[src/hw/rtl/lrp_pkg.sv]
package lrp_pkg;

	localparam int MAX_RULE_COUNT_DEF = 32;
	localparam int MAX_RULE_LEN_DEF   = 8;
	localparam int MAX_EXP_DEF        = 4096;

	localparam int QUEUE_DEPTH = 4;
	localparam int QPTR_W      = $clog2(QUEUE_DEPTH);
	localparam int QCNT_W      = $clog2(QUEUE_DEPTH + 1);

	localparam int PADDR_W = 3;
	localparam int PDATA_W = 32;

	localparam logic [5:0] RULE_COUNT_RST  = 6'd2;
	localparam logic [3:0] RULE_LENGTH_RST = 4'd8;

	typedef enum logic {
		REG_RULE_COUNT  = 1'b0,
		REG_RULE_LENGTH = 1'b1
	} reg_idx_t;

	typedef enum logic [1:0] {
		OP_WRITE = 2'd0,
		OP_RULE  = 2'd1,
		OP_COPY  = 2'd2,
		OP_MARK  = 2'd3
	} op_t;

	typedef struct packed {
		op_t        op;
		logic [7:0] symbol;
		logic [4:0] rule_index;
		logic [2:0] rule_offset;
		logic [3:0] n_emit;
		logic       eop;
		logic       trunc;
	} entry_t;

	typedef struct packed {
		logic full;
		logic empty;
	} q_stat_t;

endpackage

[src/hw/rtl/lrp_ifs.sv]
interface lrp_stream_if;
	logic       valid;
	logic       ready;
	logic       command;
	logic [7:0] symbol;
	logic [4:0] rule_index;
	logic [2:0] rule_offset;
	logic       end_of_pass;

	modport source (
		output valid, command, symbol, rule_index, rule_offset, end_of_pass,
		input  ready
	);
	modport sink (
		input  valid, command, symbol, rule_index, rule_offset, end_of_pass,
		output ready
	);
endinterface

interface lrp_result_if;
	logic       valid;
	logic       ready;
	logic [7:0] out_symbol;
	logic       empty_res;
	logic       last;
	logic       truncated;

	modport source (
		output valid, out_symbol, empty_res, last, truncated,
		input  ready
	);
	modport sink (
		input  valid, out_symbol, empty_res, last, truncated,
		output ready
	);
endinterface

[src/hw/rtl/lrp_front.sv]
module lrp_front #(
	parameter int MAX_RULE_COUNT = lrp_pkg::MAX_RULE_COUNT_DEF,
	parameter int MAX_RULE_LEN   = lrp_pkg::MAX_RULE_LEN_DEF,
	parameter int MAX_EXP        = lrp_pkg::MAX_EXP_DEF
) (
	input  logic            clk,
	input  logic            arst_n,
	lrp_stream_if.sink      stream,
	input  logic [5:0]      rule_count,
	input  logic [3:0]      rule_length,
	output logic            push,
	output lrp_pkg::entry_t push_entry,
	input  logic            q_ready
);
	import lrp_pkg::*;

	localparam int CW = $clog2(MAX_EXP + 1);

	logic [CW-1:0] emitted_q;
	logic          dropped_q;
	logic          accept;
	logic          is_rule;
	logic [3:0]    len_eff;
	logic [3:0]    needed;
	logic [CW-1:0] remaining;
	logic          short_fall;
	logic [3:0]    n_emit;
	logic          wr_ok;

	assign stream.ready = q_ready;
	assign accept = stream.valid && q_ready;

	always_comb begin
		is_rule    = (int'(stream.symbol) < int'(rule_count)) &&
			(int'(stream.symbol) < MAX_RULE_COUNT);
		len_eff    = (int'(rule_length) > MAX_RULE_LEN) ? 4'(MAX_RULE_LEN) : rule_length;
		needed     = is_rule ? len_eff : 4'd1;
		remaining  = CW'(MAX_EXP) - emitted_q;
		short_fall = CW'(needed) > remaining;
		n_emit     = short_fall ? remaining[3:0] : needed;
		wr_ok      = (int'(stream.rule_index) < MAX_RULE_COUNT) &&
			(int'(stream.rule_offset) < MAX_RULE_LEN);

		push_entry.symbol      = stream.symbol;
		push_entry.rule_index  = stream.rule_index;
		push_entry.rule_offset = stream.rule_offset;
		push_entry.n_emit      = n_emit;
		push_entry.eop         = stream.end_of_pass;
		push_entry.trunc       = dropped_q || short_fall;

		if (!stream.command) begin
			push_entry.op = OP_WRITE;
			push          = accept && wr_ok;
		end else if (n_emit == 4'd0) begin
			push_entry.op = OP_MARK;
			push          = accept && stream.end_of_pass;
		end else begin
			push_entry.op = is_rule ? OP_RULE : OP_COPY;
			push          = accept;
		end
	end

	always_ff @(posedge clk or negedge arst_n) begin
		if (!arst_n) begin
			emitted_q <= '0;
			dropped_q <= 1'b0;
		end else if (accept && stream.command) begin
			if (stream.end_of_pass) begin
				emitted_q <= '0;
				dropped_q <= 1'b0;
			end else begin
				emitted_q <= emitted_q + CW'(n_emit);
				dropped_q <= dropped_q || short_fall;
			end
		end
	end

endmodule

[src/hw/rtl/lrp_queue.sv]
module lrp_queue (
	input  logic             clk,
	input  logic             arst_n,
	input  logic             push,
	input  lrp_pkg::entry_t  push_entry,
	output logic             q_ready,
	output logic             head_valid,
	output lrp_pkg::entry_t  head,
	input  logic             pop,
	output lrp_pkg::q_stat_t status
);
	import lrp_pkg::*;

	entry_t            slots_q [QUEUE_DEPTH];
	logic [QPTR_W-1:0] rd_ptr_q;
	logic [QPTR_W-1:0] wr_ptr_q;
	logic [QCNT_W-1:0] cnt_q;
	logic              do_push;
	logic              do_pop;

	assign status.full  = (cnt_q == QCNT_W'(QUEUE_DEPTH));
	assign status.empty = (cnt_q == '0);
	assign q_ready      = !status.full;
	assign head_valid   = !status.empty;
	assign head         = slots_q[rd_ptr_q];
	assign do_push      = push && !status.full;
	assign do_pop       = pop && !status.empty;

	always_ff @(posedge clk) begin
		if (do_push) begin
			slots_q[wr_ptr_q] <= push_entry;
		end
	end

	always_ff @(posedge clk or negedge arst_n) begin
		if (!arst_n) begin
			rd_ptr_q <= '0;
			wr_ptr_q <= '0;
			cnt_q    <= '0;
		end else begin
			if (do_push) begin
				wr_ptr_q <= (int'(wr_ptr_q) == QUEUE_DEPTH - 1) ? '0 : wr_ptr_q + 1'b1;
			end
			if (do_pop) begin
				rd_ptr_q <= (int'(rd_ptr_q) == QUEUE_DEPTH - 1) ? '0 : rd_ptr_q + 1'b1;
			end
			if (do_push && !do_pop) begin
				cnt_q <= cnt_q + 1'b1;
			end else if (do_pop && !do_push) begin
				cnt_q <= cnt_q - 1'b1;
			end
		end
	end

endmodule

[src/hw/rtl/lrp_back.sv]
module lrp_back #(
	parameter int MAX_RULE_COUNT = lrp_pkg::MAX_RULE_COUNT_DEF,
	parameter int MAX_RULE_LEN   = lrp_pkg::MAX_RULE_LEN_DEF
) (
	input  logic            clk,
	input  logic            arst_n,
	input  logic            head_valid,
	input  lrp_pkg::entry_t head,
	output logic            pop,
	lrp_result_if.source    result
);
	import lrp_pkg::*;

	localparam int DEPTH = MAX_RULE_COUNT * MAX_RULE_LEN;
	localparam int AW    = (DEPTH > 1) ? $clog2(DEPTH) : 1;

	logic [7:0]    table_mem [DEPTH];
	logic [7:0]    rdata_q;
	logic [3:0]    cnt_q;
	logic          out_v_q;
	logic          sel_mem_q;
	logic [7:0]    sym_q;
	logic          empty_q;
	logic          last_q;
	logic          trunc_q;
	logic          adv;
	logic          load;
	logic          mem_we;
	logic          mem_re;
	logic          final_sym;
	logic [7:0]    a_idx;
	logic [3:0]    a_off;
	logic [AW-1:0] addr;

	assign adv       = !out_v_q || result.ready;
	assign final_sym = (cnt_q == head.n_emit - 4'd1);

	always_comb begin
		pop    = 1'b0;
		load   = 1'b0;
		mem_we = 1'b0;
		mem_re = 1'b0;
		if (head_valid) begin
			unique case (head.op)
				OP_WRITE: begin
					mem_we = 1'b1;
					pop    = 1'b1;
				end
				OP_RULE: begin
					load   = adv;
					mem_re = adv;
					pop    = adv && final_sym;
				end
				OP_COPY, OP_MARK: begin
					load = adv;
					pop  = adv;
				end
				default: begin
					pop = 1'b1;
				end
			endcase
		end
	end

	always_comb begin
		if (head.op == OP_WRITE) begin
			a_idx = {3'b000, head.rule_index};
			a_off = {1'b0, head.rule_offset};
		end else begin
			a_idx = head.symbol;
			a_off = cnt_q;
		end
		addr = AW'(32'(a_idx) * MAX_RULE_LEN + 32'(a_off));
	end

	always_ff @(posedge clk) begin
		if (mem_we) begin
			table_mem[addr] <= head.symbol;
		end
		if (mem_re) begin
			rdata_q <= table_mem[addr];
		end
	end

	always_ff @(posedge clk) begin
		if (load) begin
			sel_mem_q <= (head.op == OP_RULE);
			sym_q     <= (head.op == OP_MARK) ? 8'd0 : head.symbol;
			empty_q   <= (head.op == OP_MARK);
			last_q    <= head.eop && ((head.op != OP_RULE) || final_sym);
			trunc_q   <= head.trunc;
		end
	end

	always_ff @(posedge clk or negedge arst_n) begin
		if (!arst_n) begin
			out_v_q <= 1'b0;
			cnt_q   <= '0;
		end else begin
			if (load) begin
				out_v_q <= 1'b1;
			end else if (result.ready) begin
				out_v_q <= 1'b0;
			end
			if (mem_re) begin
				cnt_q <= final_sym ? 4'd0 : cnt_q + 4'd1;
			end
		end
	end

	assign result.valid      = out_v_q;
	assign result.out_symbol = sel_mem_q ? rdata_q : sym_q;
	assign result.empty_res  = empty_q;
	assign result.last       = last_q;
	assign result.truncated  = trunc_q;

endmodule

[src/hw/rtl/lsystem_rewrite_pass_core.sv]
// A rule-table write gives no word. A copied symbol, or the empty end-of-pass
// marker, gives one word. A rule symbol gives one word per emitted symbol, so
// up to rule_length words, because the back end reads one table entry per
// cycle while the output is not held, from the single read port of the rule
// table. A four-entry queue sits between the input side and the back end, so
// input words keep being taken while a rule expands and the queue has room.
// The single output register holds a word until it is taken, and while it
// waits the back end emits nothing more; only table writes still go through.
module lsystem_rewrite_pass_core #(
	parameter int MAX_RULE_COUNT = lrp_pkg::MAX_RULE_COUNT_DEF,
	parameter int MAX_RULE_LEN   = lrp_pkg::MAX_RULE_LEN_DEF,
	parameter int MAX_EXP        = lrp_pkg::MAX_EXP_DEF
) (
	input  logic                         clk,
	input  logic                         arst_n,
	lrp_stream_if.sink                   stream,
	lrp_result_if.source                 result,
	input  logic                         psel,
	input  logic                         penable,
	input  logic                         pwrite,
	input  logic [lrp_pkg::PADDR_W-1:0]  paddr,
	input  logic [lrp_pkg::PDATA_W-1:0]  pwdata,
	output logic [lrp_pkg::PDATA_W-1:0]  prdata,
	output logic                         pready
);
	import lrp_pkg::*;

	logic       [5:0] rule_count_q;
	logic       [3:0] rule_length_q;
	reg_idx_t         reg_sel;
	logic             push;
	entry_t           push_entry;
	logic             q_ready;
	logic             head_valid;
	entry_t           head;
	logic             pop;
	q_stat_t          q_status;

	assign pready  = 1'b1;
	assign reg_sel = reg_idx_t'(paddr[2]);

	always_ff @(posedge clk or negedge arst_n) begin
		if (!arst_n) begin
			rule_count_q  <= RULE_COUNT_RST;
			rule_length_q <= RULE_LENGTH_RST;
		end else if (psel && penable && pwrite) begin
			unique case (reg_sel)
				REG_RULE_COUNT:  rule_count_q  <= pwdata[5:0];
				REG_RULE_LENGTH: rule_length_q <= pwdata[3:0];
				default: begin
				end
			endcase
		end
	end

	always_comb begin
		unique case (reg_sel)
			REG_RULE_COUNT:  prdata = {26'd0, rule_count_q};
			REG_RULE_LENGTH: prdata = {28'd0, rule_length_q};
			default:         prdata = '0;
		endcase
	end

	lrp_front #(
		.MAX_RULE_COUNT(MAX_RULE_COUNT),
		.MAX_RULE_LEN  (MAX_RULE_LEN),
		.MAX_EXP       (MAX_EXP)
	) u_front (
		.clk        (clk),
		.arst_n     (arst_n),
		.stream     (stream),
		.rule_count (rule_count_q),
		.rule_length(rule_length_q),
		.push       (push),
		.push_entry (push_entry),
		.q_ready    (q_ready)
	);

	lrp_queue u_queue (
		.clk       (clk),
		.arst_n    (arst_n),
		.push      (push),
		.push_entry(push_entry),
		.q_ready   (q_ready),
		.head_valid(head_valid),
		.head      (head),
		.pop       (pop),
		.status    (q_status)
	);

	lrp_back #(
		.MAX_RULE_COUNT(MAX_RULE_COUNT),
		.MAX_RULE_LEN  (MAX_RULE_LEN)
	) u_back (
		.clk       (clk),
		.arst_n    (arst_n),
		.head_valid(head_valid),
		.head      (head),
		.pop       (pop),
		.result    (result)
	);

	a_marker_is_last: assert property (@(posedge clk) disable iff (!arst_n)
		result.valid && result.empty_res |-> result.last && (result.out_symbol == 8'd0))
		else $error("marker word without last or with a symbol");

	a_word_from_queue: assert property (@(posedge clk) disable iff (!arst_n)
		$rose(result.valid) |-> $past(head_valid))
		else $error("result word appeared with no queued entry");

	a_full_blocks_input: assert property (@(posedge clk) disable iff (!arst_n)
		q_status.full |-> !stream.ready)
		else $error("input taken while the queue is full");

endmodule
[src/flat_wrapper.sv]
// flat-port wrapper written by rule: the top's interface ports become plain ports
module lsystem_rewrite_pass_core_flat import lrp_pkg::*;
#(
	parameter int MAX_RULE_COUNT = lrp_pkg::MAX_RULE_COUNT_DEF,
	parameter int MAX_RULE_LEN   = lrp_pkg::MAX_RULE_LEN_DEF,
	parameter int MAX_EXP        = lrp_pkg::MAX_EXP_DEF
)
  (clk, arst_n, psel, penable, pwrite, paddr, pwdata, prdata, pready, stream_valid, stream_command, stream_symbol, stream_rule_index, stream_rule_offset, stream_end_of_pass, stream_ready, result_valid, result_out_symbol, result_empty_res, result_last, result_truncated, result_ready);
  lrp_stream_if stream_i ();
  lrp_result_if result_i ();
  input  logic clk;
  input  logic arst_n;
  input  logic psel;
  input  logic penable;
  input  logic pwrite;
  input  logic [lrp_pkg::PADDR_W-1:0] paddr;
  input  logic [lrp_pkg::PDATA_W-1:0] pwdata;
  output logic [lrp_pkg::PDATA_W-1:0] prdata;
  output logic pready;
  input wire logic [$bits(stream_i.valid)-1:0] stream_valid;
  input wire logic [$bits(stream_i.command)-1:0] stream_command;
  input wire logic [$bits(stream_i.symbol)-1:0] stream_symbol;
  input wire logic [$bits(stream_i.rule_index)-1:0] stream_rule_index;
  input wire logic [$bits(stream_i.rule_offset)-1:0] stream_rule_offset;
  input wire logic [$bits(stream_i.end_of_pass)-1:0] stream_end_of_pass;
  output wire logic [$bits(stream_i.ready)-1:0] stream_ready;
  output wire logic [$bits(result_i.valid)-1:0] result_valid;
  output wire logic [$bits(result_i.out_symbol)-1:0] result_out_symbol;
  output wire logic [$bits(result_i.empty_res)-1:0] result_empty_res;
  output wire logic [$bits(result_i.last)-1:0] result_last;
  output wire logic [$bits(result_i.truncated)-1:0] result_truncated;
  input wire logic [$bits(result_i.ready)-1:0] result_ready;
  assign stream_i.valid = stream_valid;
  assign stream_i.command = stream_command;
  assign stream_i.symbol = stream_symbol;
  assign stream_i.rule_index = stream_rule_index;
  assign stream_i.rule_offset = stream_rule_offset;
  assign stream_i.end_of_pass = stream_end_of_pass;
  assign stream_ready = stream_i.ready;
  assign result_valid = result_i.valid;
  assign result_out_symbol = result_i.out_symbol;
  assign result_empty_res = result_i.empty_res;
  assign result_last = result_i.last;
  assign result_truncated = result_i.truncated;
  assign result_i.ready = result_ready;
  lsystem_rewrite_pass_core #(.MAX_RULE_COUNT(MAX_RULE_COUNT), .MAX_RULE_LEN(MAX_RULE_LEN), .MAX_EXP(MAX_EXP)) u_core (.clk(clk), .arst_n(arst_n), .stream(stream_i), .result(result_i), .psel(psel), .penable(penable), .pwrite(pwrite), .paddr(paddr), .pwdata(pwdata), .prdata(prdata), .pready(pready));
endmodule
[config.mk]
export PLATFORM = sky130hd
export DESIGN_NAME = lsystem_rewrite_pass_core_flat
export DESIGN_NICKNAME = d
export VERILOG_FILES = /design/src/hw/rtl/lrp_pkg.sv /design/src/hw/rtl/lrp_ifs.sv /design/src/hw/rtl/lrp_front.sv /design/src/hw/rtl/lrp_queue.sv /design/src/hw/rtl/lrp_back.sv /design/src/hw/rtl/lsystem_rewrite_pass_core.sv /design/src/flat_wrapper.sv
export SDC_FILE = /design/constraint.sdc
export NUM_CORES = 2
export LEC_CHECK = 0
export ABC_CLOCK_PERIOD_IN_PS = 10800
export BUFFER_PORTS_ARGS = -buffer_cell sky130_fd_sc_hd__buf_2
export CAP_MARGIN = 5
export CELL_PAD_IN_SITES_DETAIL_PLACEMENT = 0
export CELL_PAD_IN_SITES_GLOBAL_PLACEMENT = 1
export CORE_MARGIN = 2
export CORE_UTILIZATION = 40
export CTS_CLUSTER_DIAMETER = 60
export DETAILED_ROUTE_END_ITERATION = 10
export GPL_ROUTABILITY_DRIVEN = 0
export PLACE_DENSITY_LB_ADDON = 0.1
export SLEW_MARGIN = 5
export SYNTH_ARGS = -nofsm -noshare
export SYNTH_HDL_FRONTEND = slang
export SYNTH_SLANG_ARGS = --single-unit
[constraint.sdc]
create_clock -name clk -period 10.8 [get_ports clk]
set_input_delay 0.54 -clock clk [delete_from_list [all_inputs] [get_ports clk]]
set_output_delay 0.54 -clock clk [all_outputs]
set_load 0.01 [all_outputs]
==> impl_metrics.json <==
{
  "grt_pass1_wl_mm": 374.6,
  "critPathKind": "register to register",
  "cp_data_arrival_time_ns": 7.59,
  "regArea_um2": 65890,
  "areaGrowthSynthToFinish_pct": 12.41,
  "dp_hpwl_mm": 152.6,
  "seq_area_frac_synth": 0.7468,
  "max-cap-violations": 0,
  "tightest_slew_ns": 1.290,
  "final_common_cell": "edfxtp_1",
  "wl_per_cell_um": 28.99,
  "io_buffers": 50,
  "setup_viol": 0,
  "fin_util": 0.4518,
  "clock_latency_ns": 0.89,
  "layout_common_cells": "2164 x edfxtp_1, 1200 x nand2_1, 306 x nor2_1, 286 x a21oi_1, 242 x clkbuf_16",
  "grt_pass1_vias": 50080,
  "clk_path_buf_depth": 3,
  "cp_common_cell": "buf_4",
  "status": "finished, final reports clean",
  "cp-start-kind": "register",
  "h-tree-depth": 4,
  "antenna_found_initial": 9,
  "start_util": 0.4019,
  "timing.final.crit_share": 0.6515,
  "syn_inst": 5933,
  "cts-root-buf": "clkbuf_16",
  "fillers": 19440,
  "die_y_um": 473.7,
  "multi_input_area_um2": 20410,
  "drcViolationCount": 0,
  "crit_required_ns": 11.35,
  "ant_nets": 0,
  "final_nets": 6062,
  "post_cts_buffers": 0,
  "slew_headroom": 0.1279,
  "dieWidth_um": 473.7,
  "rows": 172,
  "synthesis.area_um2": 88230,
  "critical_path_peak_fanout": 27,
  "rsz0062_at_grt": "no",
  "finalWorstSetupSlack_ns": 3.764,
  "endpoint_kind": "register",
  "cts_tree": "done",
  "period_needed_ns": 7.036,
  "numCtsBuffers": 237,
  "hold_path.class": "input pin to register",
  "slowest_delay_ns": 1.02,
  "drive_gt1_frac": 0.1182,
  "grt_start_max_net_pins": 196,
  "fmax_mhz": 142.1,
  "postSynthAreaPerCell_um2": 14.87,
  "async_flop_share": 0.01636,
  "track_usage": 0.2319,
  "synth_ff_type": "edfxtp_1",
  "core-area_um2": 219500,
  "place_ws_ns": 3.951,
  "fin_skew_ns": 0.04729,
  "grt.overflow.total": 0,
  "crit_chain": "buf_4, mux4_2, nor2_1, nand2_1, nand2_1, ha_2, buf_4, inv_2, nor3_2, buf_4, nand3_1, buf_4, a21oi_1, nor4_1, nand4_1, a2111oi_0, o2111ai_1",
  "die-area_um2": 224300,
  "vias_per_cell": 5.682,
  "synth.distinct_cells": 82,
  "cts.clk_slew.worst_paths_ns": 0.06,
  "finalMaxSlewViolations": 0,
  "first_pass_iters": 6,
  "crit_family": "simple AND/OR/NAND/NOR gates",
  "cts.sinks": 2200,
  "ioPinCount": 106,
  "ys_warn_count": 0,
  "synth_edf_count": 2164,
  "slowest_stage": "a2111oi_0",
  "finalHoldViolCount": 0,
  "synth-seq-cells": 2200,
  "vias": 51490,
  "final.setup.tns_ns": 0,
  "drt_iter0_markers": 5073,
  "wl_mm": 262.6,
  "path_buf_inv": 5
}
layer usage:
| layer | up-vias | global-route usage | wire [um] |
|---|---|---|---|
| li1 | 22800 | - | - |
| met1 | 26910 | 0.3376 | 118200 |
| met2 | 1457 | 0.3676 | 124400 |
| met3 | 321 | 0.02925 | 13620 |
| met4 | 0 | 0.06251 | 6509 |
| met5 | - | 0 | 0 |
cell usage after synthesis, drive strengths merged (9+ instances only):
master   count  area, um^2
xor2        11       96.34
mux2i       80       800.8
a31oi       57       356.6
a211oi     120       905.9
nor3        10       50.05
and3       143       894.6
a311oi     102       893.4
a41o        14       140.1
a22oi       46       345.3
nor2       316        1186
nand4       17       106.4
buf        205        1266
edfxtp    2164       64980
ha          24       300.3
a2111oi     24       210.2
nor4        45       281.5
a41oi       21       183.9
and2        14       90.09
o22ai       25       156.4
mux4       158        3622
nand3      214        1076
a21oi      286        1431
dfrtp       34       850.8
clkbuf     209       784.5
mux2        35       394.1
a221oi      13       113.9
a22o         9       78.83
a32oi        9       78.83
o21ai      137       700.7
o2111ai     16       140.1
nand2     1220        4584
inv         35       131.4
per-stage QoR:
step	std cells	instance area [um^2]	hold WS, ns
CTS	9049	99150	0.05976
detailed placement	8584	91320	0.4810
global route	9053	99160	0.1159
floorplan	5958	88320	0.2444
finish	9061	99180	0.1346
global placement	8584	91320	0.4772
kinds of logic after synthesis:
logic type	count (synthesis)	synth area share
compound gates	936	0.07041
xor+xnor	19	0.001886
fa+ha+maj	26	0.003857
buf+inv	450	0.02477
flops	2200	0.7468
mux	273	0.05460
other cells	2	0.00008512
simple gates	2027	0.09764
cell type report:
type / count / area share
Antenna cell: 12 / 0.0003028
Inverter: 36 / 0.001362
Clock buffer: 298 / 0.06318
Tap cell: 2871 / 0.03622
Clock inverter: 143 / 0.01336
Timing Repair Buffer: 193 / 0.01547
Multi-Input combinational cell: 3308 / 0.2058
Sequential cell: 2200 / 0.6643
timing repair:
action	in CTS	in global routing
gates resized for setup	0	0
hold endpoints to repair	114	0
hold buffers	24	0
worst reg2reg max path, cell delays in order (launching register included):
cell	delay, ns
dfrtp_1	0.32
buf_4	0.45
mux4_2	0.81
nor2_1	0.53
nand2_1	0.17
nand2_1	0.11
ha_2	0.31
buf_4	0.27
inv_2	0.31
nor3_2	0.13
buf_4	0.32
nand3_1	0.16
buf_4	0.25
a21oi_1	0.08
nor4_1	0.74
nand4_1	0.53
a2111oi_0	1.02
o2111ai_1	0.21
final timing paths:
check / start / end / slack, ns / depth (start not counted)
setup reg to reg: u_core.u_queue.rd_ptr_q[0]$_DFFE_PN0P_ / u_core.u_back.rdata_q[0]$_DFFE_PP_ / 3.76 / 17
hold / removal: result_ready / u_core.u_back.result.valid$_DFFE_PN0P_ / 0.13 / 3
max in group asynchronous: arst_n / u_core.u_front.emitted_q[11]$_DFFE_PN0P_ / 9.84 / 2
min in group asynchronous: arst_n / u_core.rule_count_q[4]$_DFFE_PN0P_ / 0.35 / 2
setup / recovery: u_core.u_queue.rd_ptr_q[0]$_DFFE_PN0P_ / u_core.u_back.rdata_q[0]$_DFFE_PP_ / 3.76 / 17
hold reg to reg: u_core.u_front.dropped_q$_DFFE_PN0P_ / u_core.u_front.dropped_q$_DFFE_PN0P_ / 0.49 / 2
state kept, by name (all words and copies together) (netlist names):
name	flops
u_core.rule_count_q	6
u_core.rule_length_q	4
u_core.u_back.cnt_q	4
u_core.u_back.rdata_q	8
u_core.u_back.result.empty_res	1
u_core.u_back.result.last	1
u_core.u_back.result.truncated	1
u_core.u_back.result.valid	1
u_core.u_back.sel_mem_q	1
u_core.u_back.sym_q	8
u_core.u_back.table_mem	2048
u_core.u_front.dropped_q	1
u_core.u_front.emitted_q	13
u_core.u_queue.cnt_q	3
u_core.u_queue.rd_ptr_q	2
u_core.u_queue.slots_q	96
u_core.u_queue.wr_ptr_q	2
Power is left out: the tool's default activity adds up to more than one toggle a clock period on the data nets, which glitch-free logic cannot reach.
